--- src/rtl/core/rdcd_pkg.sv ---
// ----------------------------------------------------------------------------
// rdcd_pkg
// types and constants shared by the remote drive command decoder
// ----------------------------------------------------------------------------
package rdcd_pkg;

   // one received character with its end-of-message mark
   typedef struct packed {
      logic [7:0] rx_char;
      logic       end_of_message;
   } req_type;

   // one decoded message result
   typedef struct packed {
      logic [3:0]  drive_mode;
      logic [15:0] drive_speed;
      logic [7:0]  open_angle;
      logic [7:0]  press_angle;
      logic        led_toggle;
      logic [15:0] command_value;
   } rsp_type;

   // parser view of the message after the current character
   typedef struct packed {
      logic [7:0]  cmd;
      logic [15:0] value;
   } parse_result_type;

   typedef enum logic [1:0] {
      PH_COMMAND,
      PH_PREFIX,
      PH_DIGITS,
      PH_STOPPED
   } phase_type;

   // command characters
   localparam logic [7:0] CMD_FWD        = 8'h46; // F
   localparam logic [7:0] CMD_BACK       = 8'h42; // B
   localparam logic [7:0] CMD_LEFT       = 8'h4C; // L
   localparam logic [7:0] CMD_RIGHT      = 8'h52; // R
   localparam logic [7:0] CMD_HALT       = 8'h48; // H
   localparam logic [7:0] CMD_OPEN       = 8'h4F; // O
   localparam logic [7:0] CMD_CLOSE      = 8'h43; // C
   localparam logic [7:0] CMD_PRESS      = 8'h50; // P
   localparam logic [7:0] CMD_SPIN_LEFT  = 8'h58; // X
   localparam logic [7:0] CMD_SPIN_RIGHT = 8'h59; // Y

   // other characters
   localparam logic [7:0] CHR_NUL   = 8'h00;
   localparam logic [7:0] CHR_ZERO  = 8'h30;
   localparam logic [7:0] CHR_NINE  = 8'h39;
   localparam logic [7:0] CHR_PLUS  = 8'h2B;
   localparam logic [7:0] CHR_MINUS = 8'h2D;
   localparam logic [7:0] CHR_SPACE = 8'h20;
   localparam logic [7:0] CHR_TAB   = 8'h09;
   localparam logic [7:0] CHR_CR    = 8'h0D;

   // drive modes
   localparam logic [3:0] MODE_STOP       = 4'd0;
   localparam logic [3:0] MODE_FWD        = 4'd1;
   localparam logic [3:0] MODE_BACK       = 4'd2;
   localparam logic [3:0] MODE_LEFT       = 4'd3;
   localparam logic [3:0] MODE_RIGHT      = 4'd4;
   localparam logic [3:0] MODE_OPEN       = 4'd5;
   localparam logic [3:0] MODE_CLOSE      = 4'd6;
   localparam logic [3:0] MODE_PRESS      = 4'd7;
   localparam logic [3:0] MODE_RELEASE    = 4'd8;
   localparam logic [3:0] MODE_SPIN_LEFT  = 4'd9;
   localparam logic [3:0] MODE_SPIN_RIGHT = 4'd10;

   localparam logic [7:0]  ANGLE_LIMIT_RESET = 8'd88;
   localparam logic [15:0] VALUE_MAX         = 16'hFFFF;

endpackage

--- src/rtl/core/remote_drive_command_decoder_unit.sv ---
// ----------------------------------------------------------------------------
// remote_drive_command_decoder_unit
// text command decoder for a remote vehicle, one character per transfer
// ----------------------------------------------------------------------------
//
//   port group  | dir | payload              | transfer when
//   ------------+-----+----------------------+---------------------------
//   req_        | in  | rx_char, end mark    | req_valid && req_ready
//   rsp_        | out | mode, speed, angles  | rsp_valid && rsp_ready
//   csr_        | in  | servo angle limit    | csr_valid (always ready)
//
// one character transfer per cycle while no stalled result holds back an end-marked
// character, no gap needed between transfers; a result passes the input register,
// then the result register, after the transfer of its last character
// a stalled result holds back only a character carrying the end mark; it
// waits in the input register, with req_ready low, until the result frees up
// synchronous active-high reset: mode stop, speed and angles zero, limit 88
//
module remote_drive_command_decoder_unit #(
   parameter int MAX_MESSAGE_LEN = 20
) (
   input  logic              clock,
   input  logic              reset,
   // character input
   input  logic              req_valid,
   output logic              req_ready,
   input  rdcd_pkg::req_type req_data,
   // result output
   output logic              rsp_valid,
   input  logic              rsp_ready,
   output rdcd_pkg::rsp_type rsp_data,
   // angle limit register write
   input  logic              csr_valid,
   output logic              csr_ready,
   input  logic [7:0]        csr_data
);
   import rdcd_pkg::*;

   // input register
   logic    in_valid_ff, in_valid_in;
   req_type in_data_ff;

   // result register
   logic    rsp_valid_ff, rsp_valid_in;
   rsp_type rsp_data_ff;

   // config
   logic [7:0] limit_ff;

   logic             char_fire;
   logic             msg_fire;
   logic             req_fire;
   parse_result_type parse_result;
   rsp_type          result;

   // the buffered character moves on unless it would produce a result
   // into a full, stalled result register
   assign char_fire = in_valid_ff &&
                      (!in_data_ff.end_of_message || !rsp_valid_ff || rsp_ready);
   assign msg_fire  = char_fire && in_data_ff.end_of_message;
   assign req_ready = !in_valid_ff || char_fire;
   assign req_fire  = req_valid && req_ready;

   assign in_valid_in  = req_fire || (in_valid_ff && !char_fire);
   assign rsp_valid_in = msg_fire || (rsp_valid_ff && !rsp_ready);

   always_ff @(posedge clock) begin
      if (reset) begin
         in_valid_ff <= 1'b0;
      end else begin
         in_valid_ff <= in_valid_in;
      end
   end

   always_ff @(posedge clock) begin
      if (req_fire) begin
         in_data_ff <= req_data;
      end
   end

   rdcd_parser #(
      .MAX_MESSAGE_LEN(MAX_MESSAGE_LEN)
   ) u_parser (
      .clock       (clock),
      .reset       (reset),
      .char_fire   (char_fire),
      .char_data   (in_data_ff),
      .parse_result(parse_result)
   );

   rdcd_exec u_exec (
      .clock       (clock),
      .reset       (reset),
      .msg_fire    (msg_fire),
      .parse_result(parse_result),
      .angle_limit (limit_ff),
      .result      (result)
   );

   always_ff @(posedge clock) begin
      if (reset) begin
         rsp_valid_ff <= 1'b0;
      end else begin
         rsp_valid_ff <= rsp_valid_in;
      end
   end

   always_ff @(posedge clock) begin
      if (msg_fire) begin
         rsp_data_ff <= result;
      end
   end

   assign rsp_valid = rsp_valid_ff;
   assign rsp_data  = rsp_data_ff;

   // angle limit register, writes always accepted
   assign csr_ready = 1'b1;

   always_ff @(posedge clock) begin
      if (reset) begin
         limit_ff <= ANGLE_LIMIT_RESET;
      end else if (csr_valid) begin
         limit_ff <= csr_data;
      end
   end

`ifndef SYNTHESIS
   // a new result only comes from a message end leaving the input register
   a_rsp_source : assert property (@(posedge clock) disable iff (reset)
      $rose(rsp_valid_ff) |-> $past(msg_fire))
      else $error("result raised without a message end");

   // the led only toggles together with the open mode
   a_led_open : assert property (@(posedge clock) disable iff (reset)
      rsp_valid_ff && rsp_data_ff.led_toggle |-> rsp_data_ff.drive_mode == MODE_OPEN)
      else $error("led toggle without open mode");

   // mode stays within the defined codes
   a_mode_range : assert property (@(posedge clock) disable iff (reset)
      rsp_valid_ff |-> rsp_data_ff.drive_mode <= MODE_SPIN_RIGHT)
      else $error("drive mode out of range");

   // an end-marked character never passes while the result register is stuck
   a_no_overwrite : assert property (@(posedge clock) disable iff (reset)
      rsp_valid_ff && !rsp_ready |-> !msg_fire)
      else $error("result overwritten while stalled");
`endif

endmodule

--- src/rtl/core/rdcd_parser.sv ---
// ----------------------------------------------------------------------------
// rdcd_parser
// per-character command and decimal number parser; a negative or overflowing number reads as zero
// ----------------------------------------------------------------------------
module rdcd_parser #(
   parameter int MAX_MESSAGE_LEN = 20
) (
   input  logic                      clock,
   input  logic                      reset,
   input  logic                      char_fire,
   input  rdcd_pkg::req_type         char_data,
   output rdcd_pkg::parse_result_type parse_result
);
   import rdcd_pkg::*;

   localparam int CW = $clog2(MAX_MESSAGE_LEN + 1);

   phase_type   phase_ff, phase_in;
   logic [7:0]  cmd_ff, cmd_in;
   logic [15:0] acc_ff, acc_in;
   logic        ovf_ff, ovf_in;
   logic        neg_ff, neg_in;
   logic [CW-1:0] count_ff, count_in;

   logic [7:0]  c;
   logic        take;
   logic        digit;
   logic        space;
   logic        add;
   logic [19:0] acc_sum;

   assign c     = char_data.rx_char;
   assign take  = (count_ff < CW'(MAX_MESSAGE_LEN));
   assign digit = (c >= CHR_ZERO) && (c <= CHR_NINE);
   assign space = (c == CHR_SPACE) || ((c >= CHR_TAB) && (c <= CHR_CR));
   assign acc_sum = ({4'd0, acc_ff} * 20'd10) + {16'd0, c[3:0]};

   // next phase
   always_comb begin
      phase_in = phase_ff;
      if (take) begin
         unique case (phase_ff)
            PH_COMMAND: phase_in = (c == CHR_NUL) ? PH_STOPPED : PH_PREFIX;
            PH_PREFIX: begin
               if (digit || c == CHR_PLUS || c == CHR_MINUS) begin
                  phase_in = PH_DIGITS;
               end else if (!space) begin
                  phase_in = PH_STOPPED;
               end
            end
            PH_DIGITS:  phase_in = digit ? PH_DIGITS : PH_STOPPED;
            default:    phase_in = phase_ff;
         endcase
      end
   end

   // datapath
   always_comb begin
      cmd_in   = cmd_ff;
      acc_in   = acc_ff;
      ovf_in   = ovf_ff;
      neg_in   = neg_ff;
      count_in = count_ff;
      add      = 1'b0;
      if (take) begin
         count_in = count_ff + CW'(1);
         unique case (phase_ff)
            PH_COMMAND: cmd_in = c;
            PH_PREFIX: begin
               if (digit) begin
                  add = 1'b1;
               end else if (c == CHR_PLUS || c == CHR_MINUS) begin
                  neg_in = (c == CHR_MINUS);
               end
            end
            PH_DIGITS:  add = digit;
            default:    add = 1'b0;
         endcase
      end
      if (add && !ovf_ff) begin
         if (acc_sum > {4'd0, VALUE_MAX}) begin
            ovf_in = 1'b1;
         end else begin
            acc_in = acc_sum[15:0];
         end
      end
   end

   assign parse_result.cmd   = cmd_in;
   assign parse_result.value = (ovf_in || neg_in) ? 16'd0 : acc_in;

   always_ff @(posedge clock) begin
      if (reset) begin
         phase_ff <= PH_COMMAND;
         cmd_ff   <= CHR_NUL;
         acc_ff   <= '0;
         ovf_ff   <= 1'b0;
         neg_ff   <= 1'b0;
         count_ff <= '0;
      end else if (char_fire) begin
         if (char_data.end_of_message) begin
            // message done, start over
            phase_ff <= PH_COMMAND;
            cmd_ff   <= CHR_NUL;
            acc_ff   <= '0;
            ovf_ff   <= 1'b0;
            neg_ff   <= 1'b0;
            count_ff <= '0;
         end else begin
            phase_ff <= phase_in;
            cmd_ff   <= cmd_in;
            acc_ff   <= acc_in;
            ovf_ff   <= ovf_in;
            neg_ff   <= neg_in;
            count_ff <= count_in;
         end
      end
   end

endmodule

--- src/rtl/core/rdcd_exec.sv ---
// ----------------------------------------------------------------------------
// rdcd_exec
// applies a completed command to the drive mode, speed and servo angles
// ----------------------------------------------------------------------------
module rdcd_exec (
   input  logic                       clock,
   input  logic                       reset,
   input  logic                       msg_fire,
   input  rdcd_pkg::parse_result_type parse_result,
   input  logic [7:0]                 angle_limit,
   output rdcd_pkg::rsp_type          result
);
   import rdcd_pkg::*;

   logic [3:0]  mode_ff, mode_in;
   logic [15:0] speed_ff, speed_in;
   logic [7:0]  open_ff, open_in;
   logic [7:0]  press_ff, press_in;
   logic        led;
   logic [7:0]  clamped;

   assign clamped = (parse_result.value > {8'd0, angle_limit}) ? angle_limit
                                                               : parse_result.value[7:0];

   always_comb begin
      mode_in  = mode_ff;
      speed_in = speed_ff;
      open_in  = open_ff;
      press_in = press_ff;
      led      = 1'b0;
      unique case (parse_result.cmd)
         CMD_FWD: begin
            mode_in  = MODE_FWD;
            speed_in = parse_result.value;
         end
         CMD_BACK: begin
            mode_in  = MODE_BACK;
            speed_in = parse_result.value;
         end
         CMD_LEFT:  mode_in = MODE_LEFT;
         CMD_RIGHT: mode_in = MODE_RIGHT;
         CMD_HALT:  mode_in = MODE_STOP;
         CMD_OPEN: begin
            led     = 1'b1;
            mode_in = MODE_OPEN;
            open_in = clamped;
         end
         CMD_CLOSE: mode_in = MODE_CLOSE;
         CMD_PRESS: begin
            // alternate between press and release
            if (mode_ff == MODE_PRESS) begin
               mode_in = MODE_RELEASE;
            end else begin
               mode_in  = MODE_PRESS;
               press_in = clamped;
            end
         end
         CMD_SPIN_LEFT:  mode_in = MODE_SPIN_LEFT;
         CMD_SPIN_RIGHT: mode_in = MODE_SPIN_RIGHT;
         default:        mode_in = mode_ff;
      endcase
   end

   assign result.drive_mode    = mode_in;
   assign result.drive_speed   = speed_in;
   assign result.open_angle    = open_in;
   assign result.press_angle   = press_in;
   assign result.led_toggle    = led;
   assign result.command_value = parse_result.value;

   always_ff @(posedge clock) begin
      if (reset) begin
         mode_ff  <= MODE_STOP;
         speed_ff <= '0;
         open_ff  <= '0;
         press_ff <= '0;
      end else if (msg_fire) begin
         mode_ff  <= mode_in;
         speed_ff <= speed_in;
         open_ff  <= open_in;
         press_ff <= press_in;
      end
   end

endmodule

--- config.mk ---
export PLATFORM = sky130hd
export DESIGN_NAME = remote_drive_command_decoder_unit
export DESIGN_NICKNAME = d
export VERILOG_FILES = /design/src/rtl/core/rdcd_pkg.sv /design/src/rtl/core/remote_drive_command_decoder_unit.sv /design/src/rtl/core/rdcd_parser.sv /design/src/rtl/core/rdcd_exec.sv
export SDC_FILE = /design/constraint.sdc
export NUM_CORES = 1
export LEC_CHECK = 0
export ABC_AREA = 1
export BUFFER_PORTS_ARGS = -buffer_cell sky130_fd_sc_hd__buf_2
export CAP_MARGIN = 20
export CORE_AREA = 2 2 120 122
export DETAILED_ROUTE_END_ITERATION = 7
export DIE_AREA = 0 0 122 124
export PLACE_DENSITY = 0.75
export SLEW_MARGIN = 0
export SYNTH_ARGS = -nofsm -noshare
export SYNTH_HDL_FRONTEND = slang
export SYNTH_SLANG_ARGS = --single-unit
--- constraint.sdc ---
create_clock -name clock -period 5.79 [get_ports clock]
set_input_delay 0.2895 -clock clock [delete_from_list [all_inputs] [get_ports clock]]
set_output_delay 0.2895 -clock clock [all_outputs]
set_load 0.02 [all_outputs]
==> flow_summary.yaml <==
power:
  power_density_mw_per_mm2: 248.6
  report.power.total_w: 0.002321
  comb_power_share_pct: 6.8
  seqPwrFrac_pct: 46.2
  p_sw_w: 0.0005739
  power_frac_clock_pct: 46.9
  intPower_w: 0.001747
  leakagePower_nw: 4.384
  p_sw_share_pct: 24.73
  vdd_ir_drop_max_uv: 195.8
critical_path:
  setup.worst_path.end_class: "register"
  crit_arrival_ps: 5570
  regToRegStartpoint: "u_parser.acc_ff[1]$_SDFFE_PP0P_"
  startpoint_type: "register"
  critical_path_class: "reg2reg"
  cpMaxStageDelayCell: "fa_1"
  r2r_end: "rsp_data[29]$_DFFE_PP_"
  cp_max_fo: 8
  reg2reg_depth: 30
  crit_required_ps: 5970
  cp_slowest_stage_delay_ps: 450
  critPathMostFrequentCell: "nand2_1"
  reg2reg_slack_ps: 400
grt:
  grt-busiest-layer: "met2"
  antenna_found_initial: 0
  grt_pass1_wl_um: 31330
  grtUsageTotal_pct: 26.35
  grt_max_degree: 55
  grt_util_met2_pct: 42.70
  use_met3_pct: 4.991
  overflow: 0
  grt_pass1_vias: 6648
  grtUsageMet1_pct: 35.10
outcome:
  outcome: "finished, final reports clean"
finish:
  final_util_pct: 68.04
  nets: 1234
  syn_to_final_growth_pct: 15.55
  drive_gt1_share_pct: 15.08
  antenna_cells: 0
  design_area_mm2: 0.009335
timing:
  fin_skew_ps: 13.82
  setup_viol: 0
  max_freq_mhz: 185.6
  slew_viol_final: 0
  max_slew_margin_pct: 41.33
  min_period_ps: 5387
  finalCritPeriodShare_pct: 93.04
  whs_ps: 40.24
  worst_slew_pin_slew_ps: 878.0
  finalHoldViolations: 0
yosys:
  syn_inst: 1086
  synth_top_cells_by_area: "edfxtp_1 (23%), dfxtp_1 (20%), nand2_1 (15%), inv_1 (7.4%), ha_1 (6.7%)"
  yosysUniqueCellTypes: 48
  yosysSeqAreaShare_pct: 42.62
  async_flop_share_pct: 0
  synth_common_cells: "nand2_1 (325), inv_1 (160), nand3_1 (83)"
  synth_top_area_share_pct: 23.04
  ys_seq_elements: 141
  yosysTopAreaCell: "edfxtp_1"
  netlist_area_mm2: 0.008079
  syn_nets: 1153
  synth_most_common_cell: "nand2_1"
  yosysWarnings: 0
  ys.flop_type: "dfxtp_1"
  syn_area_per_cell_um2: 7.439
  synth_edf_count: 62
place:
  io_buffers: 76
  hpwl_um: 14170
  place_area_mm2: 0.008645
  gp_congestion: 0.9304
routing:
  drc: 0
  vias: 7231
  drt-initial-drc-count: 553
  routed_wl_um: 19350
  vias_per_cell: 5.317
  first_pass_iters: 5
  post_drt_wl_per_cell_um: 14.23
  final_antenna_net_count: 0
cts:
  clockBufferDepth: 2
  clock_latency_ps: 430
  cts_tree: "yes"
  path_clk_slew_ps: 70
  cts_made_buffers: 17
  clockRootBuffer: "clkbuf_16"
  cts.sinks: 141
  cts.hold.buffers_added: 0
  cts_max_level: 4
worst_hold_path:
  hold_path_startpoint: "req_data[8]"
  holdPathStages: 1
  hp-class: "in2reg"
  hold-path-endpoint: "in_data_ff[8]$_DFFE_PP_"
floorplan:
  core.rowCount: 43
  floorplan.initialDensity_pct: 58.89
  coreArea_mm2: 0.01372
  io_pins: 78
  die_w_um: 122
  die_y_um: 124
  die_area_mm2: 0.01513
run:
  drv_cap: 0
==> cell usage in the layout (no fill, tap or decap), types with 3 or more instances in the layout <==
cell type,synthesis,routed
a21oi_1,57,57
nand2_1,325,325
nand3_2,3,3
clkinv_4,0,6
o21ai_0,58,58
and2_1,10,10
xor2_1,9,9
buf_4,1,12
nor2_4,4,9
nand2_2,5,4
dfxtp_1,79,78
nor3_1,11,10
inv_1,160,159
edfxtp_1,62,62
o21a_1,5,5
nand4_1,14,14
nand3b_1,3,3
clkbuf_16,0,17
nor2_1,63,56
inv_2,4,4
nor2_2,6,8
o22ai_1,3,3
nor4_1,6,6
nand3_1,83,83
a211oi_1,3,3
buf_2,6,76
or2_2,19,19
o21ai_1,3,3
ha_1,43,43
==> sequential cells by signal, summed over array words and instances (netlist names) <==
name               cells
rsp_data              53
u_exec.speed_ff       16
in_valid_ff            1
u_exec.open_ff         8
u_parser.cmd_ff        8
u_exec.mode_ff         4
u_parser.acc_ff       16
u_parser.phase_ff      2
u_exec.press_ff        8
in_data_ff             9
limit_ff               8
rsp_valid              1
u_parser.count_ff      5
u_parser.ovf_ff        1
u_parser.neg_ff        1
==> cells by family after synthesis <==
| logic type | count (synthesis) | share of synthesized area [%] |
|---|---|---|
| xor gates and xnor gates | 11 | 1.193 |
| adders and majority gates | 45 | 7.155 |
| buffers and inverters | 191 | 9.106 |
| DFF | 141 | 42.62 |
| AOI/OAI and AO/OA | 141 | 9.602 |
| muxes | 1 | 0.1394 |
| and+or+nand+nor | 555 | 30.14 |
| other | 1 | 0.04642 |
==> how the worst max path moves through the flow <==
stage	cells after the start	endpoint	startpoint	slack, ps
finish	30	rsp_data[29]$_DFFE_PP_	u_parser.acc_ff[1]$_SDFFE_PP0P_	400
global route	32	rsp_data[27]$_DFFE_PP_	u_parser.acc_ff[3]$_SDFFE_PP0P_	-10
CTS	29	rsp_data[25]$_DFFE_PP_	u_parser.acc_ff[1]$_SDFFE_PP0P_	210
detailed placement	29	rsp_data[25]$_DFFE_PP_	u_parser.acc_ff[1]$_SDFFE_PP0P_	260
global placement	30	rsp_data[28]$_DFFE_PP_	u_parser.acc_ff[1]$_SDFFE_PP0P_	430
floorplan	31	rsp_data[25]$_DFFE_PP_	u_parser.acc_ff[1]$_SDFFE_PP0P_	950
==> timing repair <==
action                                 in CTS  in global routing
buffers inserted                            0                  3
setup endpoints to repair                   0                 32
endpoints found under the hold margin       0                  0
resized for setup                           0                 14
==> critical path, delay by kind of cell (launching register included) <==
kind            cells  cell delay [ps]
compound gates      5              590
fa+ha+maj           4             1310
buf+inv             1               90
flops               1              350
simple gates       20             2790
==> cell type report <==
type / instances / area [um^2]
Inverter: 164 / 618.1
Sequential cell: 141 / 3445
Timing Repair Buffer: 89 / 498.0
Multi-Input combinational cell: 754 / 3960
Fill cell: 1189 / 4384
Clock buffer: 17 / 425.4
Clock inverter: 15 / 163.9
Tap cell: 180 / 225.2
==> through the flow <==
| step | instances | setup TNS [ps] | setup slack, ps |
|---|---|---|---|
| 3_3_place_gp | 1324 | 0 | 429.2 |
| 6_report | 1360 | 0 | 403.2 |
| 2_1_floorplan | 1086 | 0 | 945.5 |
| 5_1_grt | 1360 | -23.25 | -11.52 |
| 3_5_place_dp | 1324 | 0 | 261.8 |
| 4_1_cts | 1356 | 0 | 208.4 |
==> metal layers <==
layer | wire length [um] | part of all wire, % | vias up
met5 | 0 | 0 | -
met1 | 8809 | 46 | 3289
met3 | 1201 | 6.2 | 37
met2 | 8879 | 46 | 220
li1 | - | - | 3685
met4 | 458 | 2.4 | 0
==> power groups by stage <==
stage	clock, W	combinational (W)	sequential (W)
final	0.00109	0.000158	0.00107
after floorplan	0	0.0000936	0.00111
after global routing	0.00114	0.000178	0.00108
after detailed placement	0	0.000153	0.00109
after CTS	0.00110	0.000154	0.00107
after global placement	0	0.000151	0.00109
(Power assumes the default switching activity.)
